`src/rtl/tgdf_pkg.sv`:
```
// Shared types and constants for the thousands-grouped decimal formatter.
// No dependencies.
package tgdf_pkg;

  localparam int VALUE_W          = 64;
  localparam int CHAR_W           = 8;
  localparam int DEF_MAX_DIGITS   = 19;
  localparam int DEF_GROUP_SIZE   = 3;
  localparam int BIT_CNT_W        = $clog2(VALUE_W);

  localparam logic [CHAR_W-1:0] ASCII_ZERO    = 8'h30;
  localparam logic [CHAR_W-1:0] SEP_RESET     = 8'h2C;
  localparam logic [CHAR_W-1:0] CHAR_NONE     = 8'h00;

  typedef enum logic [1:0] {
    ST_IDLE,
    ST_CONVERT,
    ST_COUNT,
    ST_EMIT
  } state_t;

  typedef struct packed {
    logic load;
    logic shift;
    logic count;
    logic emit;
  } cmd_t;

  typedef struct packed {
    logic out_free;
    logic next_last;
  } status_t;

endpackage

```
`src/rtl/tgdf_if.sv`:
```
// Handshake channel interfaces: input value, result character, separator write.
// Depends on tgdf_pkg.
interface tgdf_in_if;
  logic                          valid;
  logic                          ready;
  logic [tgdf_pkg::VALUE_W-1:0]  value;
  modport source (output valid, output value, input ready);
  modport sink   (input valid, input value, output ready);
endinterface

interface tgdf_out_if;
  logic                          valid;
  logic                          ready;
  logic [tgdf_pkg::CHAR_W-1:0]   char_code;
  logic                          too_large;
  logic                          last_char;
  modport source (output valid, output char_code, output too_large, output last_char,
                  input ready);
  modport sink   (input valid, input char_code, input too_large, input last_char,
                  output ready);
endinterface

interface tgdf_cfg_if;
  logic                          valid;
  logic                          ready;
  logic [tgdf_pkg::CHAR_W-1:0]   separator_char;
  modport source (output valid, output separator_char, input ready);
  modport sink   (input valid, input separator_char, output ready);
endinterface

```
`src/rtl/tgdf_ctrl.sv`:
```
// Controller FSM: sequences load, 64 double-dabble shifts, digit count, emit.
// Depends on tgdf_pkg.
module tgdf_ctrl (
  input  logic              clk,
  input  logic              rst_n,
  input  logic              in_valid,
  output logic              in_ready,
  input  tgdf_pkg::status_t status,
  output tgdf_pkg::cmd_t    cmd
);

  tgdf_pkg::state_t                   state_r, state_nxt;
  logic [tgdf_pkg::BIT_CNT_W-1:0]     cnt_r, cnt_nxt;

  always_ff @(posedge clk) begin
    if (!rst_n) begin
      state_r <= tgdf_pkg::ST_IDLE;
      cnt_r   <= '0;
    end else begin
      state_r <= state_nxt;
      cnt_r   <= cnt_nxt;
    end
  end

  always_comb begin
    state_nxt = state_r;
    cnt_nxt   = cnt_r;
    cmd       = '0;
    in_ready  = 1'b0;
    unique case (state_r)
      tgdf_pkg::ST_IDLE: begin
        in_ready = 1'b1;
        if (in_valid) begin
          cmd.load  = 1'b1;
          cnt_nxt   = '0;
          state_nxt = tgdf_pkg::ST_CONVERT;
        end
      end
      tgdf_pkg::ST_CONVERT: begin
        cmd.shift = 1'b1;
        cnt_nxt   = cnt_r + 1'b1;
        if (cnt_r == {tgdf_pkg::BIT_CNT_W{1'b1}}) begin
          state_nxt = tgdf_pkg::ST_COUNT;
        end
      end
      tgdf_pkg::ST_COUNT: begin
        cmd.count = 1'b1;
        state_nxt = tgdf_pkg::ST_EMIT;
      end
      tgdf_pkg::ST_EMIT: begin
        if (status.out_free) begin
          cmd.emit = 1'b1;
          if (status.next_last) begin
            state_nxt = tgdf_pkg::ST_IDLE;
          end
        end
      end
      default: state_nxt = tgdf_pkg::ST_IDLE;
    endcase
  end

endmodule

```
`src/rtl/tgdf_dp.sv`:
```
// Datapath: bit-serial binary-to-BCD, leading digit encoder, character
// emitter with group separators, output register. Depends on tgdf_pkg.
module tgdf_dp #(
  parameter int MAX_DIGITS = tgdf_pkg::DEF_MAX_DIGITS,
  parameter int GROUP_SIZE = tgdf_pkg::DEF_GROUP_SIZE
) (
  input  logic                            clk,
  input  logic                            rst_n,
  input  tgdf_pkg::cmd_t                  cmd,
  output tgdf_pkg::status_t               status,
  input  logic [tgdf_pkg::VALUE_W-1:0]    value,
  input  logic                            cfg_we,
  input  logic [tgdf_pkg::CHAR_W-1:0]     cfg_sep,
  output logic                            out_valid,
  input  logic                            out_ready,
  output logic [tgdf_pkg::CHAR_W-1:0]     out_char_code,
  output logic                            out_too_large,
  output logic                            out_last_char
);

  localparam int BCD_W = 4 * MAX_DIGITS;
  localparam int POS_W = $clog2(MAX_DIGITS);
  localparam int PH_W  = (GROUP_SIZE > 1) ? $clog2(GROUP_SIZE) : 1;
  localparam logic [PH_W-1:0] PH_TOP = PH_W'(GROUP_SIZE - 1);

  logic [tgdf_pkg::VALUE_W-1:0] bin_r;
  logic [BCD_W-1:0]             bcd_r;
  logic [BCD_W-1:0]             bcd_fix;
  logic                         ovf_r;
  logic [POS_W-1:0]             pos_r;
  logic [PH_W-1:0]              phase_r;
  logic                         sep_pend_r;
  logic                         big_r;
  logic [tgdf_pkg::CHAR_W-1:0]  sep_r;
  logic                         out_valid_r;
  logic [tgdf_pkg::CHAR_W-1:0]  char_r;
  logic                         tl_r;
  logic                         last_r;

  logic [POS_W-1:0]             top_pos;
  logic [PH_W-1:0]              top_phase;
  logic [3:0]                   cur_digit;

  always_comb begin
    for (int i = 0; i < MAX_DIGITS; i++) begin
      bcd_fix[4*i +: 4] = (bcd_r[4*i +: 4] >= 4'd5) ? bcd_r[4*i +: 4] + 4'd3
                                                    : bcd_r[4*i +: 4];
    end
  end

  always_comb begin
    top_pos   = '0;
    top_phase = '0;
    for (int i = 0; i < MAX_DIGITS; i++) begin
      if (bcd_r[4*i +: 4] != 4'd0) begin
        top_pos   = POS_W'(i);
        top_phase = PH_W'(i % GROUP_SIZE);
      end
    end
  end

  assign cur_digit = bcd_r[{pos_r, 2'b00} +: 4];

  assign status.out_free  = !out_valid_r || out_ready;
  assign status.next_last = big_r || (!sep_pend_r && (pos_r == '0));

  always_ff @(posedge clk) begin
    if (!rst_n) begin
      sep_r <= tgdf_pkg::SEP_RESET;
    end else if (cfg_we) begin
      sep_r <= cfg_sep;
    end
  end

  always_ff @(posedge clk) begin
    if (cmd.load) begin
      bin_r <= value;
      bcd_r <= '0;
      ovf_r <= 1'b0;
    end else if (cmd.shift) begin
      ovf_r <= ovf_r | bcd_fix[BCD_W-1];
      bcd_r <= {bcd_fix[BCD_W-2:0], bin_r[tgdf_pkg::VALUE_W-1]};
      bin_r <= {bin_r[tgdf_pkg::VALUE_W-2:0], 1'b0};
    end
  end

  always_ff @(posedge clk) begin
    if (!rst_n) begin
      sep_pend_r <= 1'b0;
      big_r      <= 1'b0;
      pos_r      <= '0;
      phase_r    <= '0;
    end else if (cmd.count) begin
      pos_r      <= top_pos;
      phase_r    <= top_phase;
      sep_pend_r <= 1'b0;
      big_r      <= ovf_r;
    end else if (cmd.emit && !big_r) begin
      if (sep_pend_r) begin
        sep_pend_r <= 1'b0;
      end else begin
        sep_pend_r <= (pos_r != '0) && (phase_r == '0);
        pos_r      <= pos_r - 1'b1;
        phase_r    <= (phase_r == '0) ? PH_TOP : phase_r - 1'b1;
      end
    end
  end

  always_ff @(posedge clk) begin
    if (!rst_n) begin
      out_valid_r <= 1'b0;
    end else if (cmd.emit) begin
      out_valid_r <= 1'b1;
    end else if (out_ready) begin
      out_valid_r <= 1'b0;
    end
  end

  always_ff @(posedge clk) begin
    if (cmd.emit) begin
      priority if (big_r) begin
        char_r <= tgdf_pkg::CHAR_NONE;
        tl_r   <= 1'b1;
        last_r <= 1'b1;
      end else if (sep_pend_r) begin
        char_r <= sep_r;
        tl_r   <= 1'b0;
        last_r <= 1'b0;
      end else begin
        char_r <= tgdf_pkg::ASCII_ZERO | {4'h0, cur_digit};
        tl_r   <= 1'b0;
        last_r <= (pos_r == '0);
      end
    end
  end

  assign out_valid     = out_valid_r;
  assign out_char_code = char_r;
  assign out_too_large = tl_r;
  assign out_last_char = last_r;

endmodule

```
`src/rtl/thousands_grouped_decimal_formatter.sv`:
```
// Thousands-grouped decimal formatter, top level.
// Each value is accepted, converted by the bit-serial BCD loop and its digits counted;
// then one character per cycle while the output is not stalled. A new value is taken
// only after the last character of the previous one has been emitted.
// Reset (rst_n, synchronous): FSM idle, output empty, separator back to ','.
// Depends on tgdf_pkg, tgdf_if, tgdf_ctrl, tgdf_dp.
module thousands_grouped_decimal_formatter #(
  parameter int MAX_DIGITS = tgdf_pkg::DEF_MAX_DIGITS,
  parameter int GROUP_SIZE = tgdf_pkg::DEF_GROUP_SIZE
) (
  input  logic          clk,
  input  logic          rst_n,
  tgdf_in_if.sink       in_ch,
  tgdf_out_if.source    out_ch,
  tgdf_cfg_if.sink      cfg_ch
);

  tgdf_pkg::cmd_t    cmd;
  tgdf_pkg::status_t status;
  logic              in_ready;

  assign in_ch.ready  = in_ready;
  assign cfg_ch.ready = 1'b1;

  tgdf_ctrl u_ctrl (
    .clk      (clk),
    .rst_n    (rst_n),
    .in_valid (in_ch.valid),
    .in_ready (in_ready),
    .status   (status),
    .cmd      (cmd)
  );

  tgdf_dp #(
    .MAX_DIGITS (MAX_DIGITS),
    .GROUP_SIZE (GROUP_SIZE)
  ) u_dp (
    .clk           (clk),
    .rst_n         (rst_n),
    .cmd           (cmd),
    .status        (status),
    .value         (in_ch.value),
    .cfg_we        (cfg_ch.valid),
    .cfg_sep       (cfg_ch.separator_char),
    .out_valid     (out_ch.valid),
    .out_ready     (out_ch.ready),
    .out_char_code (out_ch.char_code),
    .out_too_large (out_ch.too_large),
    .out_last_char (out_ch.last_char)
  );

endmodule

```
`src/flat_wrapper.sv`:
```
// flat-port wrapper written by rule: the top's interface ports become plain ports
module thousands_grouped_decimal_formatter_flat 
#(
  parameter int MAX_DIGITS = tgdf_pkg::DEF_MAX_DIGITS,
  parameter int GROUP_SIZE = tgdf_pkg::DEF_GROUP_SIZE
)
  (clk, rst_n, in_ch_valid, in_ch_value, in_ch_ready, out_ch_valid, out_ch_char_code, out_ch_too_large, out_ch_last_char, out_ch_ready, cfg_ch_valid, cfg_ch_separator_char, cfg_ch_ready);
  tgdf_in_if in_ch_i ();
  tgdf_out_if out_ch_i ();
  tgdf_cfg_if cfg_ch_i ();
  input  logic clk;
  input  logic rst_n;
  input wire logic [$bits(in_ch_i.valid)-1:0] in_ch_valid;
  input wire logic [$bits(in_ch_i.value)-1:0] in_ch_value;
  output wire logic [$bits(in_ch_i.ready)-1:0] in_ch_ready;
  output wire logic [$bits(out_ch_i.valid)-1:0] out_ch_valid;
  output wire logic [$bits(out_ch_i.char_code)-1:0] out_ch_char_code;
  output wire logic [$bits(out_ch_i.too_large)-1:0] out_ch_too_large;
  output wire logic [$bits(out_ch_i.last_char)-1:0] out_ch_last_char;
  input wire logic [$bits(out_ch_i.ready)-1:0] out_ch_ready;
  input wire logic [$bits(cfg_ch_i.valid)-1:0] cfg_ch_valid;
  input wire logic [$bits(cfg_ch_i.separator_char)-1:0] cfg_ch_separator_char;
  output wire logic [$bits(cfg_ch_i.ready)-1:0] cfg_ch_ready;
  assign in_ch_i.valid = in_ch_valid;
  assign in_ch_i.value = in_ch_value;
  assign in_ch_ready = in_ch_i.ready;
  assign out_ch_valid = out_ch_i.valid;
  assign out_ch_char_code = out_ch_i.char_code;
  assign out_ch_too_large = out_ch_i.too_large;
  assign out_ch_last_char = out_ch_i.last_char;
  assign out_ch_i.ready = out_ch_ready;
  assign cfg_ch_i.valid = cfg_ch_valid;
  assign cfg_ch_i.separator_char = cfg_ch_separator_char;
  assign cfg_ch_ready = cfg_ch_i.ready;
  thousands_grouped_decimal_formatter #(.MAX_DIGITS(MAX_DIGITS), .GROUP_SIZE(GROUP_SIZE)) u_core (.clk(clk), .rst_n(rst_n), .in_ch(in_ch_i), .out_ch(out_ch_i), .cfg_ch(cfg_ch_i));
endmodule
```
`config.mk`:
```
export PLATFORM = sky130hd
export DESIGN_NAME = thousands_grouped_decimal_formatter_flat
export DESIGN_NICKNAME = d
export VERILOG_FILES = /design/src/rtl/tgdf_pkg.sv /design/src/rtl/tgdf_if.sv /design/src/rtl/tgdf_ctrl.sv /design/src/rtl/tgdf_dp.sv /design/src/rtl/thousands_grouped_decimal_formatter.sv /design/src/flat_wrapper.sv
export SDC_FILE = /design/constraint.sdc
export NUM_CORES = 1
export LEC_CHECK = 0
export ABC_AREA = 1
export BUFFER_PORTS_ARGS = -buffer_cell sky130_fd_sc_hd__buf_2
export CAP_MARGIN = 20
export CORE_MARGIN = 3
export CORE_UTILIZATION = 39
export CTS_CLUSTER_DIAMETER = 200
export DETAILED_ROUTE_END_ITERATION = 8
export GPL_ROUTABILITY_DRIVEN = 0
export GPL_TIMING_DRIVEN = 0
export PLACE_DENSITY_LB_ADDON = 0.3
export SYNTH_ARGS = -nofsm -noshare
export SYNTH_HDL_FRONTEND = slang
export SYNTH_SLANG_ARGS = --single-unit
```
`constraint.sdc`:
```
create_clock -name clk -period 6.1 [get_ports clk]
set_clock_uncertainty 0.05 [all_clocks]
set_input_delay 0.305 -clock clk [delete_from_list [all_inputs] [get_ports clk]]
set_output_delay 0.305 -clock clk [all_outputs]
set_load 0.005 [all_outputs]
```
==> results.json <==
{
  "drive_above_1_share_pct": 12.6,
  "hold_path.class": "input port to flop",
  "pwr-share-clk_pct": 24.2,
  "regToRegStartpoint": "u_core.u_ctrl.state_r[1]",
  "initial_core_util_pct": 40.1,
  "wire_per_inst_um": 15.5,
  "tightest_slew_ps": 980,
  "grt_max_degree": 55,
  "switching_power_w": 0.00182,
  "synth_area_leaders": "edfxtp_1 (23%), dfxtp_1 (22%), nand2_1 (13%)",
  "postCtsSetupRepairBufs": 0,
  "p_leak_nw": 4.56,
  "r2r_slack_ps": 3390,
  "synth_fp_nets": 1362,
  "antenna_found_initial": 0,
  "overflow": 0,
  "critPathLaunch": "u_core.u_ctrl.state_r[1]",
  "endpoint_kind": "flop",
  "netlist_instances": 1238,
  "worst_slack_ps": 3390,
  "power_frac_seq_pct": 39.3,
  "syn-mean-instance-area_um2": 7.70,
  "first_iter_violations": 692,
  "period_minus_slack_ps": 2710,
  "slew_viol_final": 0,
  "fin_crit_sh_pct": 44.3,
  "vias": 8719,
  "pwr_density_cell_nw_per_um2": 410,
  "crit_required_ps": 6160,
  "synthFlopType": "dfxtp_1",
  "root_buffer": "clkbuf_16",
  "clkTransAtPathRegs_ps": 80,
  "fp.dieArea_um2": 26400,
  "ios": 90,
  "setup_violations": 0,
  "clockBufferDepth": 2,
  "max_freq_mhz": 370,
  "multi_input_area_um2": 4460,
  "drtAntennaViolNets": 0,
  "p_comb_share_pct": 36.5,
  "slew_headroom_pct": 34.4,
  "firstDrtPassIters": 6,
  "ys_warn_count": 0,
  "final.setup.tns_ps": 0,
  "ys_ff_latch": 177,
  "r2r_end": "u_core.u_dp.bin_r[60]",
  "crit_path_end": "u_core.u_dp.bin_r[60]",
  "synth_edf_count": 74,
  "yosysTopAreaCell": "edfxtp_1",
  "grt_setup_unrepaired": "no",
  "ys_types": 40,
  "synthArstFlopShare_pct": 0,
  "final_nets": 1470,
  "insertion_delay_ps": 440,
  "htree_levels": 4,
  "clock_sinks": 177,
  "synth.cell_area_um2": 9530,
  "synth_top_area_share_pct": 23.3,
  "grt_pass1_vias": 8253,
  "diodes": 0,
  "worst-path-max-fanout": 54,
  "status": "finished, final reports clean",
  "synth-seq-area-share_pct": 44.9,
  "final-seq-area_um2": 4280,
  "grt_pass1_wl_um": 41700,
  "die_h_um": 162,
  "nFillCells": 2372,
  "critical_path_arrival_ps": 2770,
  "finalHoldViolCount": 0,
  "wirelength_um": 26000,
  "path_class": "flop to flop",
  "area_growth_pct": 15.3,
  "p_int_w": 0.00268,
  "place_ws_ps": 3400,
  "post_cts_resized": 0,
  "reg2reg_depth": 8,
  "hold_buffers": 0,
  "io_buffers": 88,
  "viasPerCell": 5.20,
  "peakVddDrop_uv": 258,
  "cts_tree": "done",
  "switching_share_pct": 40.5,
  "fp-row-count": 56,
  "core_um2": 23800,
  "critPathLaunchType": "flop",
  "drcViolationCount": 0,
  "cts_buffers": 17,
  "drv_cap": 0,
  "grt.total_usage_pct": 19.8,
  "dieWidth_um": 162,
  "dpl.hpwl_um": 18400
}
==> how the worst min path moves through the flow <==
stage | start | to | slack, ps | depth (start not counted)
after detailed placement | u_core.u_dp.sep_r[6] | u_core.u_dp.sep_r[6] | 400 | 2
final | cfg_ch_separator_char[3] | u_core.u_dp.sep_r[3] | 30 | 3
after CTS | cfg_ch_separator_char[3] | u_core.u_dp.sep_r[3] | 20 | 3
after global placement | u_core.u_dp.sep_r[6] | u_core.u_dp.sep_r[6] | 390 | 2
after floorplan | cfg_ch_valid | u_core.u_dp.sep_r[5] | 370 | 1
after global routing | cfg_ch_separator_char[2] | u_core.u_dp.sep_r[2] | 30 | 3
==> layer usage <==
metal	vias up	track usage [%]	routed length, µm
li1	4383	-	-
met1	3961	27.3	12100
met2	308	30.7	11400
met3	67	3.54	1640
met4	0	8.61	862
met5	-	0	0
==> cell type report <==
cell class              count  share of cell area, %
clock inverters            15                   1.45
inverters                 155                   5.29
flip-flops and latches    177                   39.0
multi-input cells         854                   40.5
plain buffers              52                   1.97
clock buffers              17                   3.87
well taps                 319                   3.63
repair buffers             89                   4.26
==> flip-flops by register name (all words and copies together) (netlist names) <==
register and flops:
u_core.u_dp.out_char_code 8, u_core.u_dp.out_too_large 1, u_core.u_dp.ovf_r 1, u_core.u_ctrl.state_r 2, u_core.u_dp.bcd_r 76, u_core.u_dp.bin_r 64
u_core.u_dp.out_last_char 1, u_core.u_dp.pos_r 5, u_core.u_dp.phase_r 2, u_core.u_dp.sep_r 8, u_core.u_dp.big_r 1, u_core.u_dp.sep_pend_r 1
u_core.u_dp.out_valid 1, u_core.u_ctrl.cnt_r 6
==> critical path: stages (launching register included) <==
cell and delay, ps:
dfxtp_1 340, inv_1 80, ha_1 130, buf_2 300
inv_2 60, buf_2 230, nand2_1 370, clkbuf_4 450
buf_16 290
==> cells in the final DEF, fill, tap and decap left out, types with 3 or more instances in the layout <==
| cell type | Yosys | final |
|---|---|---|
| o21ai_0 | 97 | 97 |
| nor2_1 | 62 | 62 |
| o21ai_1 | 46 | 46 |
| a21oi_1 | 82 | 82 |
| xor2_1 | 14 | 14 |
| clkbuf_16 | 0 | 17 |
| nand2_1 | 324 | 324 |
| dfxtp_1 | 103 | 103 |
| inv_1 | 131 | 131 |
| o22ai_1 | 36 | 36 |
| inv_6 | 0 | 4 |
| inv_2 | 23 | 23 |
| o211ai_1 | 15 | 15 |
| nand3_1 | 61 | 61 |
| clkbuf_1 | 38 | 37 |
| a211oi_1 | 3 | 3 |
| o32ai_1 | 12 | 12 |
| a31oi_1 | 19 | 19 |
| clkinv_8 | 0 | 3 |
| nor3_2 | 3 | 3 |
| ha_1 | 47 | 47 |
| o31ai_1 | 8 | 8 |
| edfxtp_1 | 74 | 74 |
| buf_2 | 11 | 99 |
| inv_8 | 0 | 4 |
| nor2_2 | 4 | 4 |
==> power by group through the flow <==
stage               clock network (W)  logic [W]  registers, W
global placement                    0    0.00159       0.00181
global route                  0.00115    0.00183       0.00180
CTS                           0.00111    0.00163       0.00177
finish                        0.00109    0.00165       0.00177
detailed placement                  0    0.00163       0.00179
floorplan                           0    0.00107       0.00178
==> metrics by stage <==
stage / hold WS, ps / utilization (%) / area [µm²] / total power, W / instances
global route: 34.9 / 46.3 / 11000 / 0.00479 / 1678
global placement: 391 / 43.7 / 10400 / 0.00340 / 1645
finish: 28.0 / 46.3 / 11000 / 0.00451 / 1678
CTS: 15.4 / 46.3 / 11000 / 0.00452 / 1678
detailed placement: 396 / 43.8 / 10400 / 0.00342 / 1646
floorplan: 366 / - / 9530 / 0.00285 / 1238
==> Yosys cell counts, drive strengths merged, types with 19 or more instances <==
| master | n |
|---|---|
| dfxtp | 103 |
| o22ai | 36 |
| clkbuf | 38 |
| o21ai | 144 |
| inv | 154 |
| nand2 | 326 |
| edfxtp | 74 |
| nand3 | 62 |
| ha | 47 |
| a31oi | 19 |
| nor2 | 67 |
| a21oi | 83 |
==> kinds of logic after synthesis <==
kind of cell,Yosys count,synth area share (%)
fa+ha+maj,47,6.17
other cells,1,0.0393
xor+xnor,15,1.38
simple gates,469,20.2
compound gates,322,19.0
flops,177,44.9
buf+inv,207,8.33
Power figures use the tool's default switching activity.
